File: config.mk
export PLATFORM = sky130hd
export DESIGN_NAME = priority_ring_time_slice_scheduler
export DESIGN_NICKNAME = d
export VERILOG_FILES = /design/src/hdl/prts_pkg.sv /design/src/hdl/prts_pick.sv /design/src/hdl/priority_ring_time_slice_scheduler.sv
export SDC_FILE = /design/constraint.sdc
export NUM_CORES = 1
export LEC_CHECK = 0
export CAP_MARGIN = 10
export CORE_MARGIN = 2
export CORE_UTILIZATION = 45
export CTS_BUF_LIST = sky130_fd_sc_hd__clkbuf_16
export CTS_CLUSTER_SIZE = 28
export DETAILED_ROUTE_END_ITERATION = 12
export DONT_BUFFER_PORTS = 1
export GPL_ROUTABILITY_DRIVEN = 0
export GPL_TIMING_DRIVEN = 0
export PLACE_DENSITY = 0.67
export SLEW_MARGIN = 10
export SYNTH_ARGS = -nofsm -noshare
export SYNTH_HDL_FRONTEND = slang
export SYNTH_SLANG_ARGS = --single-unit
export TNS_END_PERCENT = 30
File: constraint.sdc
create_clock -name clk -period 6.44 [get_ports clk]
set_input_delay 1.288 -clock clk [delete_from_list [all_inputs] [get_ports clk]]
set_output_delay 1.288 -clock clk [all_outputs]
set_load 0.02 [all_outputs]
File: src/hdl/prts_pkg.sv
package prts_pkg;

  typedef enum logic [1:0] {
    OP_CREATE = 2'd0,
    OP_START  = 2'd1,
    OP_TICK   = 2'd2
  } op_t;

  typedef enum logic [1:0] {
    ST_OK      = 2'd0,
    ST_FULL    = 2'd1,
    ST_NONE    = 2'd2,
    ST_IGNORED = 2'd3
  } status_t;

  typedef struct packed {
    logic [1:0]  op;
    logic [1:0]  task_priority;
    logic [15:0] slice_length;
  } cmd_t;

  typedef struct packed {
    status_t    status;
    logic [2:0] task_id;
    logic       switch_request;
    logic       running;
  } res_t;

endpackage

File: src/hdl/prts_pick.sv
// Highest occupied priority ring.
module prts_pick #(
  parameter int LEVELS = 4,
  localparam int LW = (LEVELS > 1) ? $clog2(LEVELS) : 1
) (
  input  logic [LEVELS-1:0] occupied,
  output logic              found,
  output logic [LW-1:0]     level
);

  always_comb begin
    found = 1'b0;
    level = '0;
    for (int i = 0; i < LEVELS; i++) begin
      if (occupied[i]) begin
        found = 1'b1;
        level = LW'(i);
      end
    end
  end

endmodule

File: src/hdl/priority_ring_time_slice_scheduler.sv
// Task scheduler with one circular ring of tasks per priority level. Each
// command beat (create, start, tick) gives exactly one result beat. Beats
// go through an input register and a result register with single-pass logic
// over small register-held task tables in between, so one beat is taken
// every cycle unless res_stall holds a pending result; each result beat is
// registered from its command in the input register. A ring keeps forward
// links only; the successor of a ring's tail is read from that ring's head.
module priority_ring_time_slice_scheduler
  import prts_pkg::*;
#(
  parameter int TASK_SLOTS      = 8,
  parameter int PRIORITY_LEVELS = 4
) (
  input  logic clk,
  input  logic rst,
  input  logic cmd_valid,
  output logic cmd_stall,
  input  cmd_t cmd,
  output logic res_valid,
  input  logic res_stall,
  output res_t res
);

  localparam int IW = (TASK_SLOTS > 1) ? $clog2(TASK_SLOTS) : 1;
  localparam int PW = (PRIORITY_LEVELS > 1) ? $clog2(PRIORITY_LEVELS) : 1;
  localparam int CW = $clog2(TASK_SLOTS + 1);

  // input register
  logic s1_valid;
  cmd_t s1;

  // task tables
  logic [IW-1:0] next_link [TASK_SLOTS];
  logic [PW-1:0] slot_prio [TASK_SLOTS];
  logic [15:0]   slice_remaining [TASK_SLOTS];
  logic [15:0]   slice_reload [TASK_SLOTS];
  logic [IW-1:0] ring_head [PRIORITY_LEVELS];
  logic [IW-1:0] ring_tail [PRIORITY_LEVELS];

  logic [PRIORITY_LEVELS-1:0] ring_occupied, ring_occupied_next;
  logic [CW-1:0] tasks_created, tasks_created_next;
  logic [IW-1:0] current_id, current_id_next;
  logic          started, started_next;
  res_t          res_next;

  logic          adv, do_item;
  logic          prio_ok, full;
  logic [PW-1:0] prio_idx, cur_prio, rd_prio, pick_level;
  logic          pick_found;
  logic [IW-1:0] new_id, head_rd, tail_rd, nxt;
  logic [15:0]   rem_dec;
  logic          rem_we, cr_we, link_we, head_we, tail_we;
  logic [IW-1:0] rem_addr;
  logic [15:0]   rem_wdata;

  prts_pick #(.LEVELS(PRIORITY_LEVELS)) u_pick (
    .occupied (ring_occupied),
    .found    (pick_found),
    .level    (pick_level)
  );

  assign adv       = !res_valid || !res_stall;
  assign do_item   = s1_valid && adv;
  assign cmd_stall = s1_valid && !adv;

  assign prio_idx = PW'(s1.task_priority);
  assign prio_ok  = 32'(s1.task_priority) < PRIORITY_LEVELS;
  assign full     = tasks_created >= CW'(TASK_SLOTS);
  assign new_id   = tasks_created[IW-1:0];
  assign cur_prio = slot_prio[current_id];
  assign rem_dec  = slice_remaining[current_id] - 16'd1;

  // one ring-end read port shared by the three commands
  always_comb begin
    case (s1.op)
      OP_CREATE: rd_prio = prio_idx;
      OP_START:  rd_prio = pick_level;
      default:   rd_prio = cur_prio;
    endcase
  end

  assign head_rd = ring_head[rd_prio];
  assign tail_rd = ring_tail[rd_prio];
  assign nxt     = (current_id == tail_rd) ? head_rd : next_link[current_id];

  always_comb begin
    started_next       = started;
    current_id_next    = current_id;
    tasks_created_next = tasks_created;
    ring_occupied_next = ring_occupied;
    rem_we    = 1'b0;
    rem_addr  = current_id;
    rem_wdata = rem_dec;
    cr_we     = 1'b0;
    link_we   = 1'b0;
    head_we   = 1'b0;
    tail_we   = 1'b0;
    res_next.status         = ST_IGNORED;
    res_next.task_id        = 3'(current_id);
    res_next.switch_request = 1'b0;
    case (s1.op)
      OP_CREATE: begin
        res_next.task_id = '0;
        if (prio_ok && full) begin
          res_next.status = ST_FULL;
        end else if (prio_ok) begin
          res_next.status    = ST_OK;
          res_next.task_id   = 3'(new_id);
          tasks_created_next = tasks_created + CW'(1);
          cr_we     = 1'b1;
          rem_we    = 1'b1;
          rem_addr  = new_id;
          rem_wdata = s1.slice_length;
          tail_we   = 1'b1;
          if (!ring_occupied[prio_idx]) begin
            head_we = 1'b1;
            ring_occupied_next[prio_idx] = 1'b1;
          end else begin
            link_we = 1'b1;
          end
        end
      end
      OP_START: begin
        if (!started && pick_found) begin
          started_next     = 1'b1;
          current_id_next  = head_rd;
          res_next.status  = ST_OK;
          res_next.task_id = 3'(head_rd);
        end else if (!started) begin
          res_next.status  = ST_NONE;
          res_next.task_id = '0;
        end
      end
      OP_TICK: begin
        if (!started) begin
          res_next.task_id = '0;
        end else begin
          rem_we = 1'b1;
          res_next.status = ST_OK;
          if (rem_dec == 16'd0) begin
            // slice used up: reload it and move along the ring
            rem_wdata       = slice_reload[current_id];
            current_id_next = nxt;
            res_next.switch_request = nxt != current_id;
          end
          res_next.task_id = 3'(current_id_next);
        end
      end
      default: ;
    endcase
    res_next.running = started_next;
  end

  always_ff @(posedge clk) begin
    if (!cmd_stall && cmd_valid) begin
      s1 <= cmd;
    end
    if (do_item) begin
      res <= res_next;
      if (rem_we) begin
        slice_remaining[rem_addr] <= rem_wdata;
      end
      if (cr_we) begin
        slice_reload[new_id] <= s1.slice_length;
        slot_prio[new_id]    <= prio_idx;
      end
      if (link_we) begin
        next_link[tail_rd] <= new_id;
      end
      if (head_we) begin
        ring_head[prio_idx] <= new_id;
      end
      if (tail_we) begin
        ring_tail[prio_idx] <= new_id;
      end
    end
  end

  always_ff @(posedge clk) begin
    if (rst) begin
      s1_valid      <= 1'b0;
      res_valid     <= 1'b0;
      ring_occupied <= '0;
      tasks_created <= '0;
      current_id    <= '0;
      started       <= 1'b0;
    end else begin
      if (!cmd_stall) begin
        s1_valid <= cmd_valid;
      end
      if (adv) begin
        res_valid <= s1_valid;
      end
      if (do_item) begin
        ring_occupied <= ring_occupied_next;
        tasks_created <= tasks_created_next;
        current_id    <= current_id_next;
        started       <= started_next;
      end
    end
  end

  a_count_bound: assert property (@(posedge clk) disable iff (rst)
    tasks_created <= CW'(TASK_SLOTS))
    else $error("task count beyond table size");

  a_full_count: assert property (@(posedge clk) disable iff (rst)
    res_valid && res.status == ST_FULL |-> tasks_created == CW'(TASK_SLOTS))
    else $error("table full reported with free slots");

  a_switch_ok: assert property (@(posedge clk) disable iff (rst)
    res_valid && res.switch_request |-> res.status == ST_OK && res.running)
    else $error("switch request outside a running tick");

  a_started_holds: assert property (@(posedge clk) disable iff (rst)
    started |=> started)
    else $error("scheduling stopped after start");

endmodule
==> summary.md <==
| Metric | Value |
|---|---|
| Status | `completed` |
| Routed wire per std cell | `around 24 µm` |
| Max-slew violations | `0` |
| H-tree Lvls | `2` |
| DIE HEIGHT | `around 190 µm` |
| Fin crit period | `6.02 ns` |
| Dpl hpwl | `roughly 24000 µm` |
| CTS tree | `done` |
| GRT Total Usage | `19.1%` |
| Part of the power in registers | `roughly 55%` |
| Setup Skew | `between 0.02 and 0.03 ns` |
| Die Area | `roughly 35000 µm²` |
| Row Count | `67` |
| Worst Hold Class | `reg -> reg` |
| Post-CTS Setup Bufs | `0` |
| TritonCTS Buffers | `37` |
| Non-Filler Instances | `1418` |
| Reg area | `roughly 11000 µm²` |
| Via count | `8384` |
| Final period utilization | `93.5%` |
| IO Port Bufs | `0` |
| DP Worst Slack | `-1.22 ns` |
| Max FO, Critical Path | `28` |
| Post-Synth Adder-Cell Area | `0.330%` |
| I/O pins | `33` |
| ANT cells | `0` |
| Mapped cell area | `about 15000 µm²` |
| Final setup violation count | `0` |
| Final ANT Viol Nets | `0` |
| Clk slew on worst S/H paths | `roughly 0.060 ns` |
| Area fraction in compound gates after synthesis | `4.71%` |
| GR Overflow Total | `0` |
| Post-synthesis cell type count | `between 60 and 70` |
| Clock power frac | `between 40% and 50%` |
| Syn Nets | `about 900` |
| CTS sink cnt | `364` |
| Critical Path RT | `6.60 ns` |
| P per Cell Area | `approximately 280 nW/µm²` |
| Clk buf depth | `3` |
| Seq/Total Area, Yosys | `a little under three quarters` |
| Synthesis Warnings | `0` |
| Sw Share | `20.6%` |
| DR vias/cell | `between 5 and 6` |
| Max Cap Viol | `0` |
| Slew HR | `between 20% and 30%` |
| Clk Tree Root Cell | `clkbuf_16` |
| Final worst setup slack | `about 0.42 ns` |
| Starting Density | `a little under half` |
| Primary FF master, synth | `edfxtp_1` |
| Final WL | `33300 µm` |
| Worst VDD drop | `0.000244 V` |
| Post-synth ARST share | `0%` |
| Vias in the first global route | `just over 8000` |
| Yosys reg bits | `approximately 360` |
| Avg Inst Size Synth | `~17 µm²` |
| Drt pass-1 iters | `5` |
| Largest net degree at the start of global routing | `29` |
| CTS Hold Bufs | `0` |
| Final Hold Viols | `0` |
| Initial antenna violation count | `0` |
| Worst-margin pin slew | `about 1.1 ns` |
| Post-Synth Simple-Gate Area | `6.17%` |
| Critical path type | `reg -> reg` |
| Area Overhead vs Synth | `13.6%` |
| Crit path DAT | `6.18 ns` |
| # fillers | `around 2700` |
| Core Footprint | `approximately 33000 µm²` |
| Total Nets Final | `970` |
| Inst Count DP | `about 1400` |
| Post-synthesis mux area share | `between 10% and 20%` |
| Post-Synth XOR/XNOR Area | `about 1.2%` |
| Clock insertion delay at the later pin of the skew report | `between 0.5 and 0.6 ns` |
| CP Capture Type | `register` |
| DR DRC count | `0` |
| Critical path startpoint category | `register` |
| Internal Pwr Total | `0.00381 W` |
| Final Core Density | `51.7%` |
| Layout cell share with drive strength beyond 1 | `22.0%` |
| Iteration-0 DRC Markers | `just over 900` |
| Global-route wire length before repair | `50600 µm` |
| EDFF count, synth | `347` |
| Fin Hold WS | `~0.51 ns` |
| Largest family of logic cells by synthesized area | `multiplexers` |
| Comb pwr share | `under 10%` |
| F_max | `0.166 GHz` |
| Die Width | `~190 µm` |
| Cell count after synthesis | `about 880` |
| P_leak | `5.35 nW` |
| Area of the multi-input gates | `~4300 µm²` |
| Unrepaired setup endpoints after global routing | `no` |
| Switching power | `between 0.0009 and 0.001 W` |
-- layout make-up --
class,count,share of cell area [%]
Sequential cell,364,62.3
Timing Repair Buffer,27,1.66
Multi-Input combinational cell,458,24.6
Clock buffer,38,5.51
Inverter,12,0.261
Tap cell,448,3.25
Clock inverter,29,1.21
Buffer,42,1.12
-- synthesized netlist by cell type (5+ instances only) --
library cell,count,area (µm²)
mux2i_1,46,460
xnor2_1,18,158
and3_1,9,56.3
dfxtp_1,17,340
a21oi_1,25,125
or3_1,5,31.3
mux2_2,12,135
nor3_1,28,140
nand2b_1,5,31.3
nand2_1,34,128
mux4_2,75,1690
nor4_1,6,37.5
o22ai_1,8,50.1
inv_1,12,45.0
edfxtp_1,347,10400
buf_2,8,40.0
clkbuf_1,27,101
nor2_1,66,248
nand3_1,12,60.1
o21ai_0,29,145
a31oi_1,9,56.3
-- final timing paths --
kind,cells after the start,startpoint,slack (ns),end
setup / recovery,12,register,0.42,slice_remaining[7][15]$_DFFE_PP_
hold / removal,2,s1_valid$_SDFFE_PP0N_,0.51,res_valid$_SDFFE_PP0N_
setup reg to reg,12,register,0.42,slice_remaining[7][15]$_DFFE_PP_
hold reg to reg,2,s1_valid$_SDFFE_PP0N_,0.51,res_valid$_SDFFE_PP0N_
-- kinds of logic (layout without fill, tap and decap cells) --
kind of cell	Yosys count	count (layout)
flip-flops	364	364
AND/OR/NAND/NOR	190	190
multiplexers	134	134
AO/OA/AOI/OAI	109	109
buffers and inverters	56	148
XOR/XNOR	21	21
adder cells (fa/ha/maj)	4	4
-- power groups by stage --
stage               clock, W  sequential [W]  combinational, W
global route         0.00217         0.00264          0.000140
floorplan                  0         0.00267         0.0000872
global placement           0         0.00269          0.000121
finish               0.00204         0.00264          0.000129
CTS                  0.00208         0.00264          0.000127
detailed placement         0         0.00269          0.000126
-- metrics by stage --
stage / TNS [ns] / total power (W) / instance area [µm²]
6_report: 0 / 0.00480 / 17300
5_1_grt: 0 / 0.00495 / 17300
4_1_cts: 0 / 0.00484 / 17300
3_5_place_dp: -94.83 / 0.00281 / 16100
3_3_place_gp: -105.55 / 0.00281 / 15700
2_1_floorplan: 0 / 0.00276 / 15200
-- registers in the layout, indices dropped and copies added (netlist names), named ones only --
register,flops
started,1
ring_occupied,4
res_valid,1
res,7
next_link,24
tasks_created,4
slice_remaining,128
prio_idx,2
ring_head,12
s1,18
slice_reload,128
current_id,3
ring_tail,12
slot_prio,16
s1_valid,1
-- cell usage in the layout, fill, tap and decap left out, types with 5 or more instances in the layout --
cell       instances
or3_1              5
xnor2_1           18
buf_4             18
clkinv_1          10
and3_1             9
mux2_2            12
nand3_1           12
nand2b_1           5
mux4_2            75
nor3_1            24
inv_1             16
buf_2              9
nor3_2             5
buf_8             11
nor2_2             9
nand2_1           34
clkbuf_1          25
mux2i_1           46
clkbuf_16         38
o21ai_0           29
a21oi_1           25
nor2_1            57
edfxtp_1         347
o22ai_1            8
a31oi_1            9
dfxtp_1           17
clkinv_2           7
-- per-layer routing --
metal	wire length, µm	part of all wire (%)	up-vias	GRT usage, %
met2	16000	48	329	30.7
li1	-	-	3654	-
met5	0	0	-	0
met3	1970	5.9	57	2.73
met1	14600	44	4344	27.7
met4	738	2.2	0	5.24
-- critical path: stages (launching register included) --
cell	delay (ns)
dfxtp_1	0.50
buf_2	0.37
clkbuf_1	0.51
clkbuf_4	0.66
mux2i_1	0.50
ha_1	0.35
nand2_2	0.10
nor4b_1	0.32
xnor2_1	0.28
or4_4	0.62
nor4_4	0.31
nand2_1	0.25
o21ai_0	0.87
-- timing repair --
action                     4_1_cts  5_1_grt
pin swaps                        0        0
setup endpoints to repair      137       64
resized for setup                2        3
(Power assumes the default switching activity.)
